===== src/prtq_pkg.sv =====
package prtq_pkg;

    // Default number of queue entries.
    localparam int QUEUE_DEPTH_DEFAULT = 16;

    // Field widths fixed by the interface.
    localparam int CMD_W     = 2;
    localparam int IDX_W     = 4;
    localparam int TAG_W     = 16;
    localparam int STAMP_W   = 32;
    localparam int RETRY_W   = 8;
    localparam int CNT_OUT_W = 5;
    localparam int CFG_IDX_W = 1;
    localparam int CFG_W     = 32;

    localparam logic [RETRY_W-1:0] MARK_EXPIRED    = 8'hFF;
    localparam logic [STAMP_W-1:0] TIMEOUT_RST     = 32'd5000;
    localparam logic [RETRY_W-1:0] MAX_RETRIES_RST = 8'd3;

    typedef enum logic [CMD_W-1:0] {
        CMD_PUSH  = 2'd0,
        CMD_POP   = 2'd1,
        CMD_SWEEP = 2'd2,
        CMD_RETRY = 2'd3
    } cmd_t;

    typedef enum logic [CFG_IDX_W-1:0] {
        CFG_TIMEOUT     = 1'b0,
        CFG_MAX_RETRIES = 1'b1
    } cfg_reg_t;

    typedef struct packed {
        logic [TAG_W-1:0]   tag;
        logic [STAMP_W-1:0] stamp;
        logic [RETRY_W-1:0] retries;
    } entry_t;

    typedef enum logic [3:0] {
        ST_IDLE,
        ST_EXEC,
        ST_POP_CHK,
        ST_SWEEP_RD,
        ST_SWEEP_CHK,
        ST_DRAIN_RD,
        ST_DRAIN_CHK,
        ST_RETRY_CHK,
        ST_SHOW_RD,
        ST_SHOW_CHK,
        ST_DONE
    } state_t;

    typedef enum logic [1:0] {
        ADDR_FRONT,
        ADDR_PUSH,
        ADDR_SWEEP,
        ADDR_RETRY
    } addr_sel_t;

    typedef enum logic [1:0] {
        WD_PUSH,
        WD_MARK,
        WD_RETRY
    } wd_sel_t;

    typedef struct packed {
        logic      latch;
        logic      ram_we;
        addr_sel_t addr_sel;
        wd_sel_t   wd_sel;
        logic      cnt_inc;
        logic      cnt_dec;
        logic      front_inc;
        logic      idx_inc;
        logic      removed_inc;
        logic      set_acc;
        logic      capture_show;
        logic      load_out;
    } ctrl_t;

    typedef struct packed {
        cmd_t cmd;
        logic empty;
        logic full;
        logic index_ok;
        logic sweep_end;
        logic expired;
        logic front_marked;
        logic retry_ok;
        logic out_free;
    } status_t;

endpackage


===== src/packet_retry_timeout_queue.sv =====
// Retransmit queue with timeout. The block keeps a ring of up to QUEUE_DEPTH
// pending packets, each with a 16-bit tag, the 32-bit millisecond time at which
// it was stored or last retried, and a retry count. Each input beat carries one
// command (push, pop, expiry sweep or retry) and produces exactly one result
// beat with the accept flag, the number of entries found expired, the
// number of entries held afterwards, and the tag and retry count of the popped
// entry or of the front entry (zero when the queue is empty). A sweep marks
// every held entry whose wrapping age exceeds timeout_ms with retry count 255
// and then drops marked entries from the front only; marked entries further
// back stay until a later sweep finds them at the front. A retry is granted
// when the index names a held entry whose count is below max_retries.
// Commands are processed one at a time through a single-port entry memory with
// a registered read, which sets the timing. A pop reads the front entry and
// removes it; a push writes the new entry unless full and then reads the front;
// a retry reads the indexed entry, rewrites it if granted and then reads the
// front. A sweep reads and checks each held entry in turn, then reads the front
// again and again, dropping it while it is marked. After the result is loaded
// the block returns to idle and takes the next command beat, which it does even
// while the previous result still waits for m_ready; a second result that
// finds the output register occupied holds until m_ready. Configuration writes
// (index 0 timeout_ms, index 1 max_retries) take effect at the clock edge at
// which cfg_we is high and are meant to be issued while no command is in
// flight.
module packet_retry_timeout_queue #(
    parameter int QUEUE_DEPTH = prtq_pkg::QUEUE_DEPTH_DEFAULT
) (
    input  logic                              aclk,
    input  logic                              aresetn,

    // Command beats.
    input  logic                              s_valid,
    output logic                              s_ready,
    input  logic [prtq_pkg::CMD_W-1:0]        s_command,
    input  logic [prtq_pkg::STAMP_W-1:0]      s_now_ms,
    input  logic [prtq_pkg::IDX_W-1:0]        s_entry_index,
    input  logic [prtq_pkg::TAG_W-1:0]        s_packet_tag,

    // Result beats.
    output logic                              m_valid,
    input  logic                              m_ready,
    output logic                              m_accepted,
    output logic [prtq_pkg::CNT_OUT_W-1:0]    m_removed_count,
    output logic [prtq_pkg::CNT_OUT_W-1:0]    m_entry_count,
    output logic [prtq_pkg::TAG_W-1:0]        m_front_tag,
    output logic [prtq_pkg::RETRY_W-1:0]      m_front_retries,

    // Register writes.
    input  logic                              cfg_we,
    input  logic [prtq_pkg::CFG_IDX_W-1:0]    cfg_index,
    input  logic [prtq_pkg::CFG_W-1:0]        cfg_wdata
);

    // The controller sequences memory accesses; the datapath owns the ring
    // pointers, the entry memory, the configuration and the output register.
    prtq_pkg::ctrl_t   ctrl;
    prtq_pkg::status_t status;

    prtq_ctrl u_ctrl (
        .aclk    (aclk),
        .aresetn (aresetn),
        .s_valid (s_valid),
        .s_ready (s_ready),
        .status  (status),
        .ctrl    (ctrl)
    );

    prtq_datapath #(
        .QUEUE_DEPTH (QUEUE_DEPTH)
    ) u_datapath (
        .aclk            (aclk),
        .aresetn         (aresetn),
        .ctrl            (ctrl),
        .status          (status),
        .s_command       (s_command),
        .s_now_ms        (s_now_ms),
        .s_entry_index   (s_entry_index),
        .s_packet_tag    (s_packet_tag),
        .cfg_we          (cfg_we),
        .cfg_index       (cfg_index),
        .cfg_wdata       (cfg_wdata),
        .m_valid         (m_valid),
        .m_ready         (m_ready),
        .m_accepted      (m_accepted),
        .m_removed_count (m_removed_count),
        .m_entry_count   (m_entry_count),
        .m_front_tag     (m_front_tag),
        .m_front_retries (m_front_retries)
    );

endmodule


===== src/prtq_ram.sv =====
module prtq_ram #(
    parameter int WIDTH = 8,
    parameter int DEPTH = 16
) (
    input  logic                     aclk,
    input  logic                     we,
    input  logic [$clog2(DEPTH)-1:0] waddr,
    input  logic [WIDTH-1:0]         wdata,
    input  logic [$clog2(DEPTH)-1:0] raddr,
    output logic [WIDTH-1:0]         rdata
);

    logic [WIDTH-1:0] mem [DEPTH];
    logic [WIDTH-1:0] rdata_reg;

    always_ff @(posedge aclk) begin
        if (we) begin
            mem[waddr] <= wdata;
        end
        rdata_reg <= mem[raddr];
    end

    assign rdata = rdata_reg;

endmodule


===== src/prtq_datapath.sv =====
module prtq_datapath #(
    parameter int QUEUE_DEPTH = prtq_pkg::QUEUE_DEPTH_DEFAULT
) (
    input  logic                              aclk,
    input  logic                              aresetn,
    input  prtq_pkg::ctrl_t                   ctrl,
    output prtq_pkg::status_t                 status,
    input  logic [prtq_pkg::CMD_W-1:0]        s_command,
    input  logic [prtq_pkg::STAMP_W-1:0]      s_now_ms,
    input  logic [prtq_pkg::IDX_W-1:0]        s_entry_index,
    input  logic [prtq_pkg::TAG_W-1:0]        s_packet_tag,
    input  logic                              cfg_we,
    input  logic [prtq_pkg::CFG_IDX_W-1:0]    cfg_index,
    input  logic [prtq_pkg::CFG_W-1:0]        cfg_wdata,
    output logic                              m_valid,
    input  logic                              m_ready,
    output logic                              m_accepted,
    output logic [prtq_pkg::CNT_OUT_W-1:0]    m_removed_count,
    output logic [prtq_pkg::CNT_OUT_W-1:0]    m_entry_count,
    output logic [prtq_pkg::TAG_W-1:0]        m_front_tag,
    output logic [prtq_pkg::RETRY_W-1:0]      m_front_retries
);

    localparam int PW = (QUEUE_DEPTH > 1) ? $clog2(QUEUE_DEPTH) : 1;
    localparam int CW = $clog2(QUEUE_DEPTH + 1);
    localparam int SW = CW + 1;
    localparam int XW = (CW > prtq_pkg::IDX_W) ? CW : prtq_pkg::IDX_W;
    localparam logic [CW-1:0] DEPTH_C = CW'(QUEUE_DEPTH);
    localparam logic [SW-1:0] DEPTH_S = SW'(QUEUE_DEPTH);
    localparam logic [PW-1:0] LAST_SLOT = PW'(QUEUE_DEPTH - 1);

    // Command fields held for the whole operation.
    prtq_pkg::cmd_t                 cmd_reg;
    logic [prtq_pkg::STAMP_W-1:0]   now_reg;
    logic [prtq_pkg::IDX_W-1:0]     index_reg;
    logic [prtq_pkg::TAG_W-1:0]     tag_reg;

    logic [prtq_pkg::STAMP_W-1:0]   timeout_reg;
    logic [prtq_pkg::RETRY_W-1:0]   max_retries_reg;

    logic [PW-1:0] front_reg;
    logic [CW-1:0] count_reg;
    logic [CW-1:0] idx_reg;
    logic [CW-1:0] removed_reg;
    logic          acc_reg;
    logic [prtq_pkg::TAG_W-1:0]   show_tag_reg;
    logic [prtq_pkg::RETRY_W-1:0] show_ret_reg;

    logic                            m_valid_reg;
    logic                            out_acc_reg;
    logic [prtq_pkg::CNT_OUT_W-1:0]  out_removed_reg;
    logic [prtq_pkg::CNT_OUT_W-1:0]  out_count_reg;
    logic [prtq_pkg::TAG_W-1:0]      out_tag_reg;
    logic [prtq_pkg::RETRY_W-1:0]    out_ret_reg;

    prtq_pkg::entry_t rd_entry;
    prtq_pkg::entry_t wr_entry;
    logic [CW-1:0]    offset;
    logic [SW-1:0]    slot_sum;
    logic [SW-1:0]    slot_wrap;
    logic [PW-1:0]    slot;
    logic [XW-1:0]    index_x;
    logic [XW-1:0]    count_x;
    logic [prtq_pkg::STAMP_W-1:0] age;

    assign index_x = XW'(index_reg);
    assign count_x = XW'(count_reg);

    // Ring slot of the entry at a given offset from the front.
    always_comb begin
        unique case (ctrl.addr_sel)
            prtq_pkg::ADDR_FRONT: offset = '0;
            prtq_pkg::ADDR_PUSH:  offset = count_reg;
            prtq_pkg::ADDR_SWEEP: offset = idx_reg;
            prtq_pkg::ADDR_RETRY: offset = index_x[CW-1:0];
        endcase
        slot_sum  = SW'(front_reg) + SW'(offset);
        slot_wrap = (slot_sum >= DEPTH_S) ? (slot_sum - DEPTH_S) : slot_sum;
        slot      = slot_wrap[PW-1:0];
    end

    always_comb begin
        wr_entry = rd_entry;
        unique case (ctrl.wd_sel)
            prtq_pkg::WD_PUSH: begin
                wr_entry.tag     = tag_reg;
                wr_entry.stamp   = now_reg;
                wr_entry.retries = '0;
            end
            prtq_pkg::WD_MARK: begin
                wr_entry.retries = prtq_pkg::MARK_EXPIRED;
            end
            prtq_pkg::WD_RETRY: begin
                wr_entry.stamp   = now_reg;
                wr_entry.retries = rd_entry.retries + 1'b1;
            end
            default: begin
                wr_entry = rd_entry;
            end
        endcase
    end

    prtq_ram #(
        .WIDTH ($bits(prtq_pkg::entry_t)),
        .DEPTH (QUEUE_DEPTH)
    ) u_store (
        .aclk  (aclk),
        .we    (ctrl.ram_we),
        .waddr (slot),
        .wdata (wr_entry),
        .raddr (slot),
        .rdata (rd_entry)
    );

    assign age = now_reg - rd_entry.stamp;

    always_comb begin
        status.cmd          = cmd_reg;
        status.empty        = (count_reg == '0);
        status.full         = (count_reg == DEPTH_C);
        status.index_ok     = (index_x < count_x);
        status.sweep_end    = (idx_reg == count_reg);
        status.expired      = (age > timeout_reg);
        status.front_marked = (rd_entry.retries == prtq_pkg::MARK_EXPIRED);
        status.retry_ok     = (rd_entry.retries < max_retries_reg);
        status.out_free     = !m_valid_reg || m_ready;
    end

    always_ff @(posedge aclk) begin
        if (!aresetn) begin
            timeout_reg     <= prtq_pkg::TIMEOUT_RST;
            max_retries_reg <= prtq_pkg::MAX_RETRIES_RST;
        end else if (cfg_we) begin
            if (cfg_index == prtq_pkg::CFG_TIMEOUT) begin
                timeout_reg <= cfg_wdata;
            end else begin
                max_retries_reg <= cfg_wdata[prtq_pkg::RETRY_W-1:0];
            end
        end
    end

    always_ff @(posedge aclk) begin
        if (ctrl.latch) begin
            cmd_reg   <= prtq_pkg::cmd_t'(s_command);
            now_reg   <= s_now_ms;
            index_reg <= s_entry_index;
            tag_reg   <= s_packet_tag;
        end
    end

    always_ff @(posedge aclk) begin
        if (!aresetn) begin
            front_reg    <= '0;
            count_reg    <= '0;
            idx_reg      <= '0;
            removed_reg  <= '0;
            acc_reg      <= 1'b0;
            show_tag_reg <= '0;
            show_ret_reg <= '0;
        end else begin
            if (ctrl.latch) begin
                idx_reg      <= '0;
                removed_reg  <= '0;
                acc_reg      <= 1'b0;
                show_tag_reg <= '0;
                show_ret_reg <= '0;
            end
            if (ctrl.idx_inc) begin
                idx_reg <= idx_reg + 1'b1;
            end
            if (ctrl.removed_inc) begin
                removed_reg <= removed_reg + 1'b1;
            end
            if (ctrl.set_acc) begin
                acc_reg <= 1'b1;
            end
            if (ctrl.capture_show) begin
                show_tag_reg <= rd_entry.tag;
                show_ret_reg <= rd_entry.retries;
            end
            if (ctrl.cnt_inc) begin
                count_reg <= count_reg + 1'b1;
            end else if (ctrl.cnt_dec) begin
                count_reg <= count_reg - 1'b1;
            end
            if (ctrl.front_inc) begin
                front_reg <= (front_reg == LAST_SLOT) ? '0 : (front_reg + 1'b1);
            end
        end
    end

    always_ff @(posedge aclk) begin
        if (!aresetn) begin
            m_valid_reg <= 1'b0;
        end else if (ctrl.load_out) begin
            m_valid_reg <= 1'b1;
        end else if (m_ready) begin
            m_valid_reg <= 1'b0;
        end
    end

    always_ff @(posedge aclk) begin
        if (ctrl.load_out) begin
            out_acc_reg     <= acc_reg;
            out_removed_reg <= prtq_pkg::CNT_OUT_W'(removed_reg);
            out_count_reg   <= prtq_pkg::CNT_OUT_W'(count_reg);
            out_tag_reg     <= show_tag_reg;
            out_ret_reg     <= show_ret_reg;
        end
    end

    assign m_valid         = m_valid_reg;
    assign m_accepted      = out_acc_reg;
    assign m_removed_count = out_removed_reg;
    assign m_entry_count   = out_count_reg;
    assign m_front_tag     = out_tag_reg;
    assign m_front_retries = out_ret_reg;

endmodule


===== src/prtq_ctrl.sv =====
module prtq_ctrl (
    input  logic              aclk,
    input  logic              aresetn,
    input  logic              s_valid,
    output logic              s_ready,
    input  prtq_pkg::status_t status,
    output prtq_pkg::ctrl_t   ctrl
);

    prtq_pkg::state_t state_reg;
    prtq_pkg::state_t state_next;

    always_ff @(posedge aclk) begin
        if (!aresetn) begin
            state_reg <= prtq_pkg::ST_IDLE;
        end else begin
            state_reg <= state_next;
        end
    end

    always_comb begin
        state_next    = state_reg;
        ctrl          = '0;
        ctrl.addr_sel = prtq_pkg::ADDR_FRONT;
        ctrl.wd_sel   = prtq_pkg::WD_PUSH;
        s_ready       = 1'b0;

        unique case (state_reg)
            prtq_pkg::ST_IDLE: begin
                // No beat is taken while reset is held.
                s_ready = aresetn;
                if (s_valid && aresetn) begin
                    ctrl.latch = 1'b1;
                    state_next = prtq_pkg::ST_EXEC;
                end
            end
            prtq_pkg::ST_EXEC: begin
                unique case (status.cmd)
                    prtq_pkg::CMD_PUSH: begin
                        if (!status.full) begin
                            ctrl.addr_sel = prtq_pkg::ADDR_PUSH;
                            ctrl.wd_sel   = prtq_pkg::WD_PUSH;
                            ctrl.ram_we   = 1'b1;
                            ctrl.cnt_inc  = 1'b1;
                            ctrl.set_acc  = 1'b1;
                        end
                        state_next = prtq_pkg::ST_SHOW_RD;
                    end
                    prtq_pkg::CMD_POP: begin
                        state_next = status.empty ? prtq_pkg::ST_DONE
                                                  : prtq_pkg::ST_POP_CHK;
                    end
                    prtq_pkg::CMD_SWEEP: begin
                        ctrl.set_acc = 1'b1;
                        state_next   = prtq_pkg::ST_SWEEP_RD;
                    end
                    prtq_pkg::CMD_RETRY: begin
                        ctrl.addr_sel = prtq_pkg::ADDR_RETRY;
                        state_next = status.index_ok ? prtq_pkg::ST_RETRY_CHK
                                                     : prtq_pkg::ST_SHOW_RD;
                    end
                endcase
            end
            prtq_pkg::ST_POP_CHK: begin
                ctrl.capture_show = 1'b1;
                ctrl.set_acc      = 1'b1;
                ctrl.front_inc    = 1'b1;
                ctrl.cnt_dec      = 1'b1;
                state_next        = prtq_pkg::ST_DONE;
            end
            prtq_pkg::ST_SWEEP_RD: begin
                ctrl.addr_sel = prtq_pkg::ADDR_SWEEP;
                state_next = status.sweep_end ? prtq_pkg::ST_DRAIN_RD
                                              : prtq_pkg::ST_SWEEP_CHK;
            end
            prtq_pkg::ST_SWEEP_CHK: begin
                ctrl.addr_sel = prtq_pkg::ADDR_SWEEP;
                ctrl.wd_sel   = prtq_pkg::WD_MARK;
                if (status.expired) begin
                    ctrl.ram_we      = 1'b1;
                    ctrl.removed_inc = 1'b1;
                end
                ctrl.idx_inc = 1'b1;
                state_next   = prtq_pkg::ST_SWEEP_RD;
            end
            prtq_pkg::ST_DRAIN_RD: begin
                state_next = status.empty ? prtq_pkg::ST_DONE
                                          : prtq_pkg::ST_DRAIN_CHK;
            end
            prtq_pkg::ST_DRAIN_CHK: begin
                if (status.front_marked) begin
                    ctrl.front_inc = 1'b1;
                    ctrl.cnt_dec   = 1'b1;
                    state_next     = prtq_pkg::ST_DRAIN_RD;
                end else begin
                    ctrl.capture_show = 1'b1;
                    state_next        = prtq_pkg::ST_DONE;
                end
            end
            prtq_pkg::ST_RETRY_CHK: begin
                ctrl.addr_sel = prtq_pkg::ADDR_RETRY;
                ctrl.wd_sel   = prtq_pkg::WD_RETRY;
                if (status.retry_ok) begin
                    ctrl.ram_we  = 1'b1;
                    ctrl.set_acc = 1'b1;
                end
                state_next = prtq_pkg::ST_SHOW_RD;
            end
            prtq_pkg::ST_SHOW_RD: begin
                state_next = status.empty ? prtq_pkg::ST_DONE
                                          : prtq_pkg::ST_SHOW_CHK;
            end
            prtq_pkg::ST_SHOW_CHK: begin
                ctrl.capture_show = 1'b1;
                state_next        = prtq_pkg::ST_DONE;
            end
            prtq_pkg::ST_DONE: begin
                if (status.out_free) begin
                    ctrl.load_out = 1'b1;
                    state_next    = prtq_pkg::ST_IDLE;
                end
            end
            default: begin
                state_next = prtq_pkg::ST_IDLE;
            end
        endcase
    end

endmodule

===== config.mk =====
export PLATFORM = sky130hd
export DESIGN_NAME = packet_retry_timeout_queue
export DESIGN_NICKNAME = d
export VERILOG_FILES = /design/src/prtq_pkg.sv /design/src/packet_retry_timeout_queue.sv /design/src/prtq_ram.sv /design/src/prtq_datapath.sv /design/src/prtq_ctrl.sv
export SDC_FILE = /design/constraint.sdc
export NUM_CORES = 1
export LEC_CHECK = 0
export ABC_AREA = 1
export BUFFER_PORTS_ARGS = -buffer_cell sky130_fd_sc_hd__buf_2
export CAP_MARGIN = 5
export CORE_MARGIN = 10
export CORE_UTILIZATION = 45
export DETAILED_ROUTE_END_ITERATION = 12
export SLEW_MARGIN = 0
export SYNTH_ARGS = -nofsm -noshare
export SYNTH_HDL_FRONTEND = slang
export SYNTH_HIERARCHICAL = 1
export SYNTH_SLANG_ARGS = --single-unit

===== constraint.sdc =====
create_clock -name aclk -period 7.2 [get_ports aclk]
set_clock_uncertainty 0.2 [all_clocks]
set_input_delay 0.36 -clock aclk [delete_from_list [all_inputs] [get_ports aclk]]
set_output_delay 0.36 -clock aclk [all_outputs]
set_load 0.01 [all_outputs]

==> results.py <==
metrics = {
    "logic_synthesis": {
        "synth_top_area_share_pct": 58.5,
        "syn_nets": 5332,
        "synth.area.top_cells": "sky130_fd_sc_hd__edfxtp_1 59%, sky130_fd_sc_hd__nand2_1 12%, sky130_fd_sc_hd__nand3_1 7.2%, sky130_fd_sc_hd__inv_1 6.8%, sky130_fd_sc_hd__dfxtp_1 5.7%",
        "synth_flop_cell": "sky130_fd_sc_hd__edfxtp_1",
        "proportion_of_synthesized_flip_flops_having_asynchronous_set_or_reset_pct": 0,
        "yosysWarningCount": 6,
        "ys_ff_latch": 1130,
        "synth-edff-count": 985,
        "syn-mean-instance-area_sq_um": 9.81,
        "post_synth_inst_count": 5149,
        "post-synth-top-area-cell": "sky130_fd_sc_hd__edfxtp_1",
        "synth_seq_area_share_pct": 64.3,
        "mappedNetlistArea_sq_um": 50500,
        "synthDistinctLibCells": 51,
    },
    "sta": {
        "achievable-frequency_ghz": 0.175,
        "report.final.slew_viol_count": 0,
        "period_share_pct": 79.4,
        "finalWorstPathRequiredPeriod_ps": 5720,
        "final-hold-violation-count": 0,
        "totalNegativeSetupSlack_ps": 0,
        "timing.max_slew.rel_slack_pct": 22.0,
        "tightest_slew_ps": 1170,
        "rsz_0062_raised_after_global_routing": "no",
        "setup_viol": 0,
    },
    "grt": {
        "globalRouteTotalUtil_pct": 20.5,
        "global_route_wire_length_before_repair_um": 202000,
        "overflow": 0,
        "number_of_antenna_violations_at_the_first_check_in_global_routing": 4,
        "grt_start_max_net_pins": 194,
        "first_global_vias": 33756,
    },
    "final_layout": {
        "finalNetCount": 5554,
        "p_r_area_growth_vs_syn_pct": 14.0,
        "instances_no_fill": 6964,
        "final_core_util_pct": 51.8,
        "drive_gt1_share_pct": 8.18,
        "largest_register_ff_count": 896,
    },
    "place": {
        "place_inst": 6636,
        "dp.final_hpwl_um": 77400,
        "gp_congestion": 0.868,
        "buffer_ports.inserted": 128,
    },
    "setup_path": {
        "nature_of_the_critical_path_endpoint": "flip-flop",
        "startpoint_class_of_the_critical_path": "flip-flop",
        "worstPathArrival_ps": 5880,
        "cp.required_ps": 7360,
        "setup.worst_path.class": "flip-flop to flip-flop",
        "timing.critical_path.fanout_max": 21,
    },
    "detailed_routing": {
        "drcViolationCount": 0,
        "detailedRoute.firstIterationViolations": 3256,
        "post_drt_wl_per_cell_um": 18.9,
        "dr_total_vias": 35100,
        "routed_via_density": 5.04,
        "postRouteAntennaNets": 0,
        "totalWireLength_um": 132000,
        "drt_pre_antenna_iters": 5,
    },
    "clocking": {
        "cts_tree": "built",
        "htree_num_levels": 3,
        "post_cts_resize_count": 0,
        "ctsHoldBuffers": 102,
        "ctsRootBufferMaster": "sky130_fd_sc_hd__clkbuf_16",
        "worst_case_clock_buffer_depth": 3,
        "tritoncts_num_sinks": 1130,
        "cts_clock_pin_slew_for_the_worst_setup_and_hold_paths_ps": 60,
        "cts-buffers-inserted": 118,
        "clkLatencyLatePin_ps": 730,
        "postCtsSetupBuffers": 0,
    },
    "run_status": {
        "run_status": "complete, no violations",
    },
    "pwr": {
        "ir_worst_vdd_mv": 0.223,
        "leakage_nw": 24.9,
        "power_per_cell_area_nw_per_um2": 323,
    },
    "floorplanning": {
        "die-height_um": 355,
        "placeableCoreArea_sq_um": 111000,
        "die_outline_area_sq_um": 126000,
        "rows": 122,
        "start_util_pct": 45.5,
        "die_w_um": 355,
        "io_pins": 129,
    },
    "flow_run": {
        "timing.max_cap.violations": 0,
    },
    "worst_hold_path": {
        "timing.hold.worst.class": "input pin to flip-flop",
    },
}
-- layout by cell type (no fill, tap or decap), drive strengths merged, types with 4 or more instances in the layout --
cell type,count
nor3,7
o21ai,86
ha,88
nand4,11
clkinv,52
o21a,4
nand2,1651
edfxtp,985
a31oi,6
inv,922
buf,218
bufinv,6
nor2,117
dlygate4sd3,102
dfxtp,145
clkbuf,164
xor2,20
a21oi,116
nor4,4
o211ai,8
nand3,730
-- area by class of cell --
type	instances	area, sq um
multi-input combinational	2879	13400
tap	1488	1860
antenna	1	2.50
timing repair buffer	320	2520
inverter	922	3490
clock buffer	164	3280
sequential	1130	32500
clock inverter	60	558
fill	9921	53500
-- per-layer routing --
metal	track usage [%]	vias up	share of wire, %
met2	33.6	1080	47
met1	28.4	16795	44
met3	2.95	173	6.8
met4	5.56	0	2.1
li1	-	17052	-
met5	0	-	0
-- per-stage QoR --
step	hold slack, ps	power [mW]	cell area (sq um)	worst slack (ps)
4_1_cts	39.7	18.7	57600	1430
3_3_place_gp	213	12.7	52700	1480
2_1_floorplan	209	11.4	50500	1390
3_5_place_dp	214	12.7	52700	1530
5_1_grt	116	19.6	57600	1100
6_report	87.6	18.6	57600	1480
-- final timing paths --
kind / startpoint / end / slack (ps) / cells past startpoint
worst min register to register: u_datapath/show_ret_reg[6] / u_datapath/m_front_retries[6] / 230 / 0
worst min-delay path: aresetn / u_ctrl/state_reg[3] / 90 / 3
worst max register to register: u_datapath/now_reg[0] / u_datapath/u_store/mem[14][27] / 1480 / 26
worst max-delay path: u_datapath/now_reg[0] / u_datapath/u_store/mem[14][27] / 1480 / 26
-- critical path: stages (launching register included) --
cell and delay (ps):
sky130_fd_sc_hd__edfxtp_1 350, sky130_fd_sc_hd__inv_1 90, sky130_fd_sc_hd__ha_1 140, sky130_fd_sc_hd__inv_1 70, sky130_fd_sc_hd__fa_1 450, sky130_fd_sc_hd__nand3_1 110, sky130_fd_sc_hd__nand3_1 110, sky130_fd_sc_hd__nand2_1 100
sky130_fd_sc_hd__nand2_2 80, sky130_fd_sc_hd__nand2_1 80, sky130_fd_sc_hd__nand2_2 80, sky130_fd_sc_hd__nand2_1 80, sky130_fd_sc_hd__nand2_1 50, sky130_fd_sc_hd__nand2_1 50, sky130_fd_sc_hd__nand2_1 50, sky130_fd_sc_hd__ha_1 260
sky130_fd_sc_hd__nand2_1 50, sky130_fd_sc_hd__nor2_1 130, sky130_fd_sc_hd__nand4_1 130, sky130_fd_sc_hd__nor2_1 160, sky130_fd_sc_hd__nand2_1 70, sky130_fd_sc_hd__a21oi_1 370, sky130_fd_sc_hd__nand2_1 150, sky130_fd_sc_hd__nand3_1 290
sky130_fd_sc_hd__nand3_1 370, sky130_fd_sc_hd__nor2_4 970, sky130_fd_sc_hd__buf_12 280
-- cells by family (layout without fill, tap and decap cells) --
kind of cell	after synthesis	count (layout)	share of synthesized area, %
and+or+nand+nor	2528	2528	20.9
adders and majority gates	91	91	2.30
muxes	2	2	0.0396
other	0	1	0
buffers and inverters	1140	1466	9.56
DFF	1130	1130	64.3
xor gates and xnor gates	23	23	0.399
AOI/OAI and AO/OA	235	235	2.49
-- power by group --
group | switching, mW | leakage (nW) | total, mW | internal [mW]
registers | 0.204 | 10.0 | 7.90 | 7.70
clock network | 2.56 | 1.86 | 5.96 | 3.40
logic | 3.30 | 13.0 | 4.72 | 1.41
total | 6.07 | 24.9 | 18.6 | 12.5
-- cell usage after synthesis, drive strengths merged (11+ instances only) --
cell	instances
inv	921
dfxtp	145
edfxtp	985
nor2	117
nand3	730
nand4	11
ha	88
buf	169
clkbuf	49
a21oi	116
nand2	1651
o21ai	86
xor2	20
Note: power is estimated with default switching activity, not from simulation.
